$ cat src/btncl_pkg.sv
// Shared types and constants for the button click and long-press qualifier.
`timescale 1ns / 1ps

package btncl_pkg;

    localparam int TIME_BITS = 32;
    localparam int CFG_BITS  = 16;
    localparam int IDX_BITS  = 2;

    typedef logic [TIME_BITS-1:0] time_t;
    typedef logic [CFG_BITS-1:0]  ticks_t;
    typedef logic [IDX_BITS-1:0]  cfg_idx_t;

    // register indexes
    localparam cfg_idx_t CFG_ACTIVE_LOW     = 2'd0;
    localparam cfg_idx_t CFG_DEBOUNCE_TICKS = 2'd1;
    localparam cfg_idx_t CFG_PRESS_TICKS    = 2'd2;
    localparam cfg_idx_t CFG_CLICK_TICKS    = 2'd3;

    // reset values
    localparam logic   RST_ACTIVE_LOW     = 1'b1;
    localparam ticks_t RST_DEBOUNCE_TICKS = 16'd60;
    localparam ticks_t RST_PRESS_TICKS    = 16'd300;
    localparam ticks_t RST_CLICK_TICKS    = 16'd400;

    typedef struct packed {
        logic   active_low;
        ticks_t debounce_ticks;
        ticks_t press_ticks;
        ticks_t click_ticks;
    } cfg_t;

    typedef struct packed {
        logic click_event;
        logic press_event;
        logic held;
    } result_t;

endpackage

$ cat src/btncl_cfg.sv
// Configuration register bank for the button qualifier.
`timescale 1ns / 1ps

module btncl_cfg (
    input  logic                clk,
    input  logic                rst_n,
    input  logic                write_en,
    input  btncl_pkg::cfg_idx_t write_index,
    input  btncl_pkg::ticks_t   write_data,
    output btncl_pkg::cfg_t     cfg
);

    btncl_pkg::cfg_t cfg_reg;

    always_ff @(posedge clk or negedge rst_n)
    begin
        if (!rst_n)
        begin
            cfg_reg.active_low     <= btncl_pkg::RST_ACTIVE_LOW;
            cfg_reg.debounce_ticks <= btncl_pkg::RST_DEBOUNCE_TICKS;
            cfg_reg.press_ticks    <= btncl_pkg::RST_PRESS_TICKS;
            cfg_reg.click_ticks    <= btncl_pkg::RST_CLICK_TICKS;
        end
        else if (write_en)
        begin
            case (write_index)
                btncl_pkg::CFG_ACTIVE_LOW:     cfg_reg.active_low     <= write_data[0];
                btncl_pkg::CFG_DEBOUNCE_TICKS: cfg_reg.debounce_ticks <= write_data;
                btncl_pkg::CFG_PRESS_TICKS:    cfg_reg.press_ticks    <= write_data;
                btncl_pkg::CFG_CLICK_TICKS:    cfg_reg.click_ticks    <= write_data;
                default: ;
            endcase
        end
    end

    assign cfg = cfg_reg;

endmodule

$ cat src/btncl_core.sv
// Per-tick qualifier state and next-state logic.
`timescale 1ns / 1ps

module btncl_core (
    input  logic                clk,
    input  logic                rst_n,
    input  logic                accept,
    input  logic                level,
    input  btncl_pkg::cfg_t     cfg,
    output btncl_pkg::result_t  res
);

    btncl_pkg::time_t tick_reg, tick_next;
    logic             prev_reg, prev_next;
    logic             acc_reg, acc_next;
    btncl_pkg::time_t change_stamp_reg, change_stamp_next;
    logic             click_open_reg, click_open_next;
    btncl_pkg::time_t click_stamp_reg, click_stamp_next;
    logic             press_open_reg, press_open_next;
    logic             hold_armed_reg, hold_armed_next;
    btncl_pkg::time_t hold_start_reg, hold_start_next;
    btncl_pkg::time_t press_stamp_reg, press_stamp_next;

    function automatic logic later(input btncl_pkg::time_t now, input btncl_pkg::time_t stamp,
                                   input btncl_pkg::ticks_t limit);
        btncl_pkg::time_t diff;
        diff = now - stamp;
        return diff > {{(btncl_pkg::TIME_BITS-btncl_pkg::CFG_BITS){1'b0}}, limit};
    endfunction

    logic pressed_lvl;
    logic debounced;
    logic edge_seen;
    logic click_ok;
    logic press_ok;
    logic fire;

    always_comb
    begin
        pressed_lvl = ~cfg.active_low;
        // a change this tick zeroes the elapsed time, so it never debounces
        debounced = (level == prev_reg)
                    && later(tick_reg, change_stamp_reg, cfg.debounce_ticks);
        edge_seen = debounced && (level != acc_reg);
        click_ok  = click_open_reg || later(tick_reg, click_stamp_reg, cfg.click_ticks);
        press_ok  = press_open_reg || later(tick_reg, press_stamp_reg, cfg.press_ticks);
        acc_next  = debounced ? level : acc_reg;

        tick_next         = tick_reg + btncl_pkg::time_t'(1);
        prev_next         = level;
        change_stamp_next = (level != prev_reg) ? tick_reg : change_stamp_reg;
        click_open_next   = click_open_reg;
        click_stamp_next  = click_stamp_reg;
        press_open_next   = press_open_reg;
        hold_armed_next   = hold_armed_reg;
        hold_start_next   = hold_start_reg;
        press_stamp_next  = press_stamp_reg;

        res.click_event = 1'b0;
        fire            = 1'b0;

        if (edge_seen)
        begin
            click_open_next = click_ok;
            if (click_ok)
            begin
                // release edges use up the window but give no pulse
                res.click_event  = (acc_next == pressed_lvl);
                click_open_next  = 1'b0;
                click_stamp_next = tick_reg;
            end
        end

        if (debounced && press_ok)
        begin
            press_open_next = 1'b1;
            if (acc_next == pressed_lvl)
            begin
                if (!hold_armed_reg)
                begin
                    hold_start_next = tick_reg;
                    hold_armed_next = 1'b1;
                end
                else if (later(tick_reg, hold_start_reg, cfg.press_ticks))
                begin
                    fire             = 1'b1;
                    hold_start_next  = tick_reg;
                    press_stamp_next = tick_reg;
                    hold_armed_next  = 1'b0;
                    press_open_next  = 1'b0;
                end
            end
            else
            begin
                hold_start_next = tick_reg;
            end
        end

        res.press_event = fire;
        res.held        = (acc_next == pressed_lvl);
    end

    always_ff @(posedge clk or negedge rst_n)
    begin
        if (!rst_n)
        begin
            tick_reg         <= '0;
            prev_reg         <= 1'b1;
            acc_reg          <= 1'b1;
            change_stamp_reg <= '0;
            click_open_reg   <= 1'b1;
            click_stamp_reg  <= '0;
            press_open_reg   <= 1'b1;
            hold_armed_reg   <= 1'b0;
            hold_start_reg   <= '0;
            press_stamp_reg  <= '0;
        end
        else if (accept)
        begin
            tick_reg         <= tick_next;
            prev_reg         <= prev_next;
            acc_reg          <= acc_next;
            change_stamp_reg <= change_stamp_next;
            click_open_reg   <= click_open_next;
            click_stamp_reg  <= click_stamp_next;
            press_open_reg   <= press_open_next;
            hold_armed_reg   <= hold_armed_next;
            hold_start_reg   <= hold_start_next;
            press_stamp_reg  <= press_stamp_next;
        end
    end

    a_press_held: assert property (@(posedge clk) disable iff (!rst_n)
        accept && res.press_event |-> res.held)
        else $error("press pulse while not held");

    a_click_held: assert property (@(posedge clk) disable iff (!rst_n)
        accept && res.click_event |-> res.held && (level != acc_reg))
        else $error("click pulse without press edge");

    a_press_lock: assert property (@(posedge clk) disable iff (!rst_n)
        accept && res.press_event |=> !press_open_reg && !hold_armed_reg)
        else $error("press lockout not started");

    a_click_lock: assert property (@(posedge clk) disable iff (!rst_n)
        accept && res.click_event |=> !click_open_reg)
        else $error("click lockout not started");

endmodule

$ cat src/btncl_out.sv
// Result register between the qualifier logic and the output channel.
`timescale 1ns / 1ps

module btncl_out (
    input  logic               clk,
    input  logic               rst_n,
    input  logic               load,
    input  btncl_pkg::result_t res,
    output logic               space,
    output logic               out_valid,
    input  logic               out_ready,
    output btncl_pkg::result_t out_res
);

    logic               valid_reg, valid_next;
    btncl_pkg::result_t res_reg;

    assign space      = !valid_reg || out_ready;
    assign valid_next = load || (valid_reg && !out_ready);

    always_ff @(posedge clk or negedge rst_n)
    begin
        if (!rst_n)
            valid_reg <= 1'b0;
        else
            valid_reg <= valid_next;
    end

    always_ff @(posedge clk)
    begin
        if (load)
            res_reg <= res;
    end

    assign out_valid = valid_reg;
    assign out_res   = res_reg;

    a_no_overwrite: assert property (@(posedge clk) disable iff (!rst_n)
        valid_reg && !out_ready |-> !load)
        else $error("pending result overwritten");

    a_keep: assert property (@(posedge clk) disable iff (!rst_n)
        valid_reg && !out_ready |=> valid_reg && $stable(res_reg))
        else $error("pending result lost");

    a_load_shows: assert property (@(posedge clk) disable iff (!rst_n)
        load |=> valid_reg)
        else $error("loaded result not shown");

endmodule

$ cat src/button_click_longpress_qualifier.sv
// Top level of the debounced button click and long-press qualifier.
`timescale 1ns / 1ps

// One raw button sample per millisecond tick comes in as a request on the
// in_valid/in_ready channel; each request gives exactly one result request
// (click_event, press_event, held) on the out_valid/out_ready channel. The
// block takes one request per clock: the whole tick update is one pass of
// compares against the stored timestamps, and a single result register sits
// in front of the output, so in_ready is high whenever that register is empty
// or being drained this cycle. out_valid rises in the cycle after acceptance.
// The time count is TIME_BITS wide and wraps; all intervals are
// wrap-safe differences compared "greater than" the configured tick counts.
// Registers: index 0 active_low (bit 0), 1 debounce_ticks, 2 press_ticks,
// 3 click_ticks; write them only while no request is in flight. A polarity
// change alters only how the stored levels are read.
module button_click_longpress_qualifier (
    input  logic                clk,
    input  logic                rst_n,
    // configuration
    input  logic                write_en,
    input  btncl_pkg::cfg_idx_t write_index,
    input  btncl_pkg::ticks_t   write_data,
    // sample channel
    input  logic                in_valid,
    output logic                in_ready,
    input  logic                level,
    // result channel
    output logic                out_valid,
    input  logic                out_ready,
    output logic                click_event,
    output logic                press_event,
    output logic                held
);

    btncl_pkg::cfg_t    cfg;
    btncl_pkg::result_t res;
    btncl_pkg::result_t out_res;
    logic               space;
    logic               accept;

    assign in_ready = space;
    assign accept   = in_valid && space;

    btncl_cfg u_cfg (
        .clk         (clk),
        .rst_n       (rst_n),
        .write_en    (write_en),
        .write_index (write_index),
        .write_data  (write_data),
        .cfg         (cfg)
    );

    // state update happens on the same edge the sample request is taken
    btncl_core u_core (
        .clk    (clk),
        .rst_n  (rst_n),
        .accept (accept),
        .level  (level),
        .cfg    (cfg),
        .res    (res)
    );

    btncl_out u_out (
        .clk       (clk),
        .rst_n     (rst_n),
        .load      (accept),
        .res       (res),
        .space     (space),
        .out_valid (out_valid),
        .out_ready (out_ready),
        .out_res   (out_res)
    );

    assign click_event = out_res.click_event;
    assign press_event = out_res.press_event;
    assign held        = out_res.held;

endmodule

$ cat config.mk
export PLATFORM = sky130hd
export DESIGN_NAME = button_click_longpress_qualifier
export DESIGN_NICKNAME = d
export VERILOG_FILES = /design/src/btncl_pkg.sv /design/src/btncl_cfg.sv /design/src/btncl_core.sv /design/src/btncl_out.sv /design/src/button_click_longpress_qualifier.sv
export SDC_FILE = /design/constraint.sdc
export NUM_CORES = 1
export LEC_CHECK = 0
export BUFFER_PORTS_ARGS = -buffer_cell sky130_fd_sc_hd__clkbuf_2
export CORE_MARGIN = 3
export CORE_UTILIZATION = 42
export CTS_CLUSTER_SIZE = 28
export DETAILED_ROUTE_END_ITERATION = 8
export HOLD_SLACK_MARGIN = 0.03
export PLACE_DENSITY = 0.59
export SLEW_MARGIN = 10
export SYNTH_ARGS = -nofsm -noshare
export SYNTH_HDL_FRONTEND = slang
export SYNTH_SLANG_ARGS = --single-unit
$ cat constraint.sdc
create_clock -name clk -period 7.7 [get_ports clk]
set_input_delay 0.77 -clock clk [delete_from_list [all_inputs] [get_ports clk]]
set_output_delay 0.77 -clock clk [all_outputs]
set_load 0.1 [all_outputs]
==> flow_summary.toml, run 1 <==
[run_status]
status = "finished clean"

[global_routing]
grt_pass1_wl_um = 74600
first_global_vias = 13594
grt_start_max_net_pins = 118
grt_overflow = 0
track_usage = 0.208
grt_antenna_before_repair = 0

[timing]
achievable-frequency_ghz = 0.145
finalClockSkew_ns = 0.0184
rsz0062_at_grt = "false"
hold_viol_final = 0
max_slew_headroom = 0.245
period_share = 0.895
report.final.setup_viol = 0
timing.final.max_slew_violations = 0
worst_slew_pin_slew_ns = 1.10
fin_crit_ns = 6.89
fin_tns_setup_ns = 0

[place]
gpl.final_weighted_congestion = 0.898
port_buffers = 28
post-dp-hpwl_um = 36200

[clocking]
root_buffer = "sky130_fd_sc_hd__clkbuf_16"
clock-sinks = 218
worst_setup_hold_path_clk_slew_ns = 0.06
cts_repair_resize_count = 0
max_buffers_root_to_sink = 3
htreeDepth = 1
postCtsSetupRepairBufs = 0
cts_tree = "yes"
tritoncts.num_buffers = 27
insertion_delay_ns = 0.58
ctsHoldBuffers = 0

[setup_path]
data_required_time_at_the_worst_endpoint_ns = 8.15
worst_setup_path_end_kind = "flip-flop"
timing.reg2reg.worst_path_depth = 27
critical_path.reg2reg.endpoint = "u_core.click_stamp_reg[8]$_DFFE_PN0P_"
ff2ff_setup_slack_ns = 0.81
cp.arrival_ns = 7.35
r2r-start = "u_core.tick_reg[0]$_DFFE_PN0P_"
path_max_fanout = 28
critical_path_class = "reg2reg"
worst_setup_path_start_kind = "flip-flop"

[detailed_routing]
drt_drc_violations_left = 0
wirelength_um = 46400
first_pass_detailed_route_iteration_total = 4
drt_iter0_markers = 992
antenna_violating_nets_remaining = 0
vias_per_cell = 5.68
detail_route.wl_per_cell_um = 18.5
route.vias.total = 14217

[power]
p_sw_uw = 2680
combinationalPowerShare = 0.551
switching_share = 0.418
cellLeakagePower_uw = 0.00940
internal_power_uw = 3740
clock_power_share = 0.223
seqPwrFrac = 0.226
vdd_drop_max_uv = 178
power_density_nw_per_um2 = 333
total_power_uw = 6420

[floorplan]
fp-row-count = 74
floorplan.die.width_um = 211
core_area_um2 = 41100
die_height_um = 211
start_util = 0.428
i_o_pins = 29
floorplan_die_area_um2 = 44300

[synth]
synth_ff_type = "sky130_fd_sc_hd__dfrtp_1"
synthArstFlopShare = 0.986
postSynthNetCount = 2149
mappedNetlistArea_um2 = 17600
yosys_register_bits = 218
yosysUniqueCellTypes = 86
synth-edff-count = 3
synth_sequential_area_ratio = 0.312
syn_area_per_cell_um2 = 9.10
cell_count_after_synthesis = 1932
yosys_warnings = 0

[layout]
commonest_cells_after_routing_fill_and_taps_aside = "210 x sky130_fd_sc_hd__inv_1, 199 x sky130_fd_sc_hd__dfrtp_1, 189 x sky130_fd_sc_hd__ha_1, 154 x sky130_fd_sc_hd__a21oi_1, 145 x sky130_fd_sc_hd__mux2_2"
largest_register_ffs = 49
layout.filler_cells = 3968
finish.net_count = 2166
antenna_cells = 0
layout.cells.most_common = "sky130_fd_sc_hd__inv_1"
fraction_of_layout_instances_using_a_drive_strength_above_1 = 0.143
syn2layout_area_growth_pct = 9.71

[min_path]
holdCritPathClass = "in2async"

[flow_run]
drv_cap = 0
==> per-stage QoR <==
stage,hold slack [ns],setup slack [ns],utilization,area [µm²],instances
after floorplan,0.456,2.51,-,17600,1932
after global placement,0.469,1.18,0.445,18300,2452
after detailed placement,0.475,0.946,0.445,18300,2452
after CTS,0.289,0.931,0.469,19300,2502
after global routing,0.317,0.223,0.469,19300,2502
final,0.239,0.805,0.469,19300,2502
==> cell families after synthesis <==
| group | Yosys count | synth area share |
|---|---|---|
| muxes | 179 | 0.114 |
| xor gates and xnor gates | 123 | 0.0613 |
| buffers and inverters | 268 | 0.0591 |
| AOI/OAI and AO/OA | 467 | 0.175 |
| adders and majority gates | 193 | 0.139 |
| and+or+nand+nor | 484 | 0.139 |
| DFF | 218 | 0.312 |
==> worst max path at each step <==
stage	to	cells after the start	start	slack (ns)
6_report	u_core.click_stamp_reg[8]$_DFFE_PN0P_	27	u_core.tick_reg[0]$_DFFE_PN0P_	0.81
5_1_grt	u_core.click_stamp_reg[14]$_DFFE_PN0P_	27	u_core.tick_reg[0]$_DFFE_PN0P_	0.22
4_1_cts	u_core.click_stamp_reg[14]$_DFFE_PN0P_	27	u_core.tick_reg[0]$_DFFE_PN0P_	0.93
3_5_place_dp	u_core.click_stamp_reg[12]$_DFFE_PN0P_	27	u_core.tick_reg[0]$_DFFE_PN0P_	0.95
3_3_place_gp	u_core.click_stamp_reg[0]$_DFFE_PN0P_	27	u_core.tick_reg[0]$_DFFE_PN0P_	1.18
2_1_floorplan	u_core.click_stamp_reg[22]$_DFFE_PN0P_	27	u_core.tick_reg[0]$_DFFE_PN0P_	2.51
==> critical path, cell delays in order, from the launching register on <==
cell	delay (ns)
sky130_fd_sc_hd__dfrtp_1	0.45
sky130_fd_sc_hd__inv_1	0.25
sky130_fd_sc_hd__ha_1	0.27
sky130_fd_sc_hd__inv_1	0.07
sky130_fd_sc_hd__fa_1	0.39
sky130_fd_sc_hd__a21o_1	0.17
sky130_fd_sc_hd__a21oi_1	0.24
sky130_fd_sc_hd__o21bai_1	0.12
sky130_fd_sc_hd__a21o_1	0.24
sky130_fd_sc_hd__a21oi_1	0.16
sky130_fd_sc_hd__nor2b_1	0.07
sky130_fd_sc_hd__o21ai_0	0.15
sky130_fd_sc_hd__nand2b_1	0.07
sky130_fd_sc_hd__a21oi_1	0.22
sky130_fd_sc_hd__xnor2_1	0.18
sky130_fd_sc_hd__ha_1	0.29
sky130_fd_sc_hd__a21oi_1	0.15
sky130_fd_sc_hd__nor2b_1	0.06
sky130_fd_sc_hd__o21ai_0	0.16
sky130_fd_sc_hd__a21oi_1	0.09
sky130_fd_sc_hd__o21a_1	0.16
sky130_fd_sc_hd__a2111oi_0	0.92
sky130_fd_sc_hd__o2111ai_1	0.22
sky130_fd_sc_hd__nor4_1	0.36
sky130_fd_sc_hd__o2111ai_1	0.23
sky130_fd_sc_hd__o21ai_2	0.28
sky130_fd_sc_hd__buf_4	0.41
sky130_fd_sc_hd__mux2_2	0.38
==> Yosys cell counts, types with 35 or more instances <==
cell type | n | area [µm²]
sky130_fd_sc_hd__a21o_1 | 59 | 443
sky130_fd_sc_hd__a21oi_1 | 154 | 771
sky130_fd_sc_hd__clkbuf_1 | 45 | 169
sky130_fd_sc_hd__dfrtp_1 | 199 | 4980
sky130_fd_sc_hd__ha_1 | 189 | 2360
sky130_fd_sc_hd__inv_1 | 210 | 788
sky130_fd_sc_hd__mux2_2 | 145 | 1630
sky130_fd_sc_hd__nand2_1 | 120 | 450
sky130_fd_sc_hd__nand3_1 | 55 | 275
sky130_fd_sc_hd__nand4_1 | 51 | 319
sky130_fd_sc_hd__nor2_1 | 107 | 402
sky130_fd_sc_hd__nor3_1 | 35 | 175
sky130_fd_sc_hd__o21ai_0 | 66 | 330
sky130_fd_sc_hd__xnor2_1 | 82 | 718
sky130_fd_sc_hd__xor2_1 | 41 | 359
==> metal layers <==
metal	routed length, µm	share of wire	up-vias	global-route usage
li1	-	-	6986	-
met4	733	0.016	0	0.0420
met3	2040	0.044	46	0.0217
met5	0	0	-	0
met2	21300	0.46	255	0.347
met1	22300	0.48	6930	0.296
==> power by group through the flow <==
stage          logic [µW]  registers, µW  clock network (µW)
2_1_floorplan        2670           1440                   0
3_3_place_gp         3430           1460                   0
3_5_place_dp         3490           1470                   0
4_1_cts              3520           1450                1470
5_1_grt              4000           1470                1520
6_report             3540           1450                1430
==> final cells by class <==
cell class / instances / area [µm²] / area share
Sequential cell: 218 / 5490 / 0.285
Multi-Input combinational cell: 1446 / 11100 / 0.574
Clock inverter: 20 / 297 / 0.0154
Tap cell: 532 / 666 / 0.0345
Clock buffer: 30 / 697 / 0.0361
Timing Repair Buffer: 46 / 285 / 0.0148
Inverter: 210 / 788 / 0.0409
Note: power is estimated with default switching activity, not from simulation.
==> run 2: changes to the inputs <==
- CELL_PAD_IN_SITES_DETAIL_PLACEMENT: default -> 0
- CELL_PAD_IN_SITES_GLOBAL_PLACEMENT: default -> 1
- PLACE_DENSITY: 0.59 -> 0.72
==> flow_summary.toml, run 2 (same netlist as run 1, synthesis figures left out) <==
[timing]
worst_hold_margin_ns = 0.224
report.final.setup_viol = 0
period_share = 0.836
achievable-frequency_ghz = 0.155
timing.final.max_slew_violations = 0
fin_tns_setup_ns = 0
hold_viol_final = 0
max_slew_headroom = 0.267
rsz0062_at_grt = "false"
layout_setup_ws_ns = 1.26
fin_crit_ns = 6.44
finalClockSkew_ns = 0.0116
worst_slew_pin_slew_ns = 1.07

[floorplan]
core_area_um2 = 41100
floorplan.die.width_um = 211
fp-row-count = 74
start_util = 0.428
i_o_pins = 29
floorplan_die_area_um2 = 44300
die_height_um = 211

[detailed_routing]
antenna_violating_nets_remaining = 0
wirelength_um = 47400
vias_per_cell = 5.63
route.vias.total = 14063
drt_iter0_markers = 915
first_pass_detailed_route_iteration_total = 5
detail_route.wl_per_cell_um = 19.0
drt_drc_violations_left = 0

[clocking]
insertion_delay_ns = 0.55
max_buffers_root_to_sink = 3
tritoncts.num_buffers = 27
cts_repair_resize_count = 0
clock-sinks = 218
root_buffer = "sky130_fd_sc_hd__clkbuf_16"
postCtsSetupRepairBufs = 0
worst_setup_hold_path_clk_slew_ns = 0.06
ctsHoldBuffers = 0
cts_tree = "yes"
htreeDepth = 1

[place]
gpl.final_weighted_congestion = 0.890
placement.setup.worst_slack_ns = 1.34
placed_cells_incl_taps = 2448
post-dp-hpwl_um = 37100
port_buffers = 28

[setup_path]
critical_path.reg2reg.endpoint = "u_core.press_stamp_reg[8]$_DFFE_PN0P_"
ff2ff_setup_slack_ns = 1.26
cp.arrival_ns = 6.87
timing.reg2reg.worst_path_depth = 22
data_required_time_at_the_worst_endpoint_ns = 8.13
critical_path_class = "reg2reg"
path_max_fanout = 34
worst_setup_path_end_kind = "flip-flop"
r2r-start = "u_core.tick_reg[0]$_DFFE_PN0P_"
worst_setup_path_start_kind = "flip-flop"

[layout]
finish.net_count = 2162
commonest_cells_after_routing_fill_and_taps_aside = "210 x sky130_fd_sc_hd__inv_1, 199 x sky130_fd_sc_hd__dfrtp_1, 189 x sky130_fd_sc_hd__ha_1, 154 x sky130_fd_sc_hd__a21oi_1, 145 x sky130_fd_sc_hd__mux2_2"
utilization = 0.467
sequential_cell_area_um2 = 5490
syn2layout_area_growth_pct = 9.32
final_cells = 2500
largest_register_ffs = 49
layout.cells.most_common = "sky130_fd_sc_hd__inv_1"
multiInputGateArea_um2 = 11100
fraction_of_layout_instances_using_a_drive_strength_above_1 = 0.142
layout.filler_cells = 4031

[power]
power_density_nw_per_um2 = 331
vdd_drop_max_uv = 149
cellLeakagePower_uw = 0.00936

[global_routing]
first_global_vias = 13733
grt_antenna_before_repair = 0
grt_overflow = 0
track_usage = 0.213
grt_start_max_net_pins = 103
grt_pass1_wl_um = 75800

[flow_run]
drv_cap = 0

[min_path]
holdCritPathClass = "in2async"

[run_status]
status = "finished clean"
## run 2: cell types whose count changed in the layout (fill, tap and decap cells not counted)
cell                        delta
sky130_fd_sc_hd__buf_4         -4
sky130_fd_sc_hd__bufinv_16     -3
sky130_fd_sc_hd__clkbuf_1      -1
sky130_fd_sc_hd__clkbuf_8      +2
sky130_fd_sc_hd__clkinv_2      -1
sky130_fd_sc_hd__clkinv_4      +1
sky130_fd_sc_hd__diode_2       +2
sky130_fd_sc_hd__inv_6         +2
sky130_fd_sc_hd__nand2_1       -1
sky130_fd_sc_hd__nand2_2       +1
## run 2: routing by layer
metal,vias up,share of wire,GRT usage
li1,6977,-,-
met1,6721,0.49,0.308
met2,296,0.44,0.341
met3,69,0.043,0.0262
met4,0,0.028,0.0552
met5,-,0,0
## run 2: how the worst max path moves through the flow
stage	from	end	cells after the start
floorplan	u_core.tick_reg[0]$_DFFE_PN0P_	u_core.click_stamp_reg[22]$_DFFE_PN0P_	27
global placement	u_core.tick_reg[0]$_DFFE_PN0P_	u_core.click_stamp_reg[0]$_DFFE_PN0P_	27
detailed placement	u_core.tick_reg[0]$_DFFE_PN0P_	u_core.click_stamp_reg[11]$_DFFE_PN0P_	27
CTS	u_core.tick_reg[0]$_DFFE_PN0P_	u_core.click_stamp_reg[29]$_DFFE_PN0P_	27
global route	u_core.tick_reg[0]$_DFFE_PN0P_	u_core.click_stamp_reg[0]$_DFFE_PN0P_	27
finish	u_core.tick_reg[0]$_DFFE_PN0P_	u_core.press_stamp_reg[8]$_DFFE_PN0P_	22
## run 2: critical path, stage by stage, from the launching register on
cell	delay, ns
sky130_fd_sc_hd__dfrtp_1	0.45
sky130_fd_sc_hd__inv_1	0.25
sky130_fd_sc_hd__ha_1	0.23
sky130_fd_sc_hd__inv_1	0.05
sky130_fd_sc_hd__fa_1	0.39
sky130_fd_sc_hd__a21oi_1	0.19
sky130_fd_sc_hd__o21ai_0	0.19
sky130_fd_sc_hd__a211oi_1	0.58
sky130_fd_sc_hd__o31ai_1	0.28
sky130_fd_sc_hd__xor2_1	0.21
sky130_fd_sc_hd__ha_1	0.33
sky130_fd_sc_hd__a21o_1	0.16
sky130_fd_sc_hd__a21oi_1	0.15
sky130_fd_sc_hd__o31ai_1	0.09
sky130_fd_sc_hd__o21ai_0	0.46
sky130_fd_sc_hd__nand4_1	0.16
sky130_fd_sc_hd__nor4_1	0.30
sky130_fd_sc_hd__nand4_1	0.18
sky130_fd_sc_hd__nor4_1	0.62
sky130_fd_sc_hd__nand2b_1	0.27
sky130_fd_sc_hd__a211oi_4	0.04
sky130_fd_sc_hd__buf_4	0.31
sky130_fd_sc_hd__mux2_1	0.38
## run 2: final cells by class
class	count	share of cell area
clock buffer	31	0.0375
timing repair buffer	42	0.0133
clock inverter	19	0.0119
multi-input combinational	1446	0.576
antenna	2	0.000260
tap	532	0.0346
inverter	210	0.0410
sequential	218	0.286
## run 2: where the power goes
part           internal [µW]  switching (µW)  total [µW]  leakage (µW)
sequential              1320             140        1460       0.00281
clock                    813             541        1350      0.000459
combinational           1520            2020        3540       0.00609
total                   3660            2700        6360       0.00936
## run 2: per-stage QoR
stage          cell area [µm²]  power [µW]
4_1_cts                  19200        6380
3_5_place_dp             18300        4980
6_report                 19200        6360
3_3_place_gp             18300        4960
5_1_grt                  19200        6920
2_1_floorplan            17600        4120
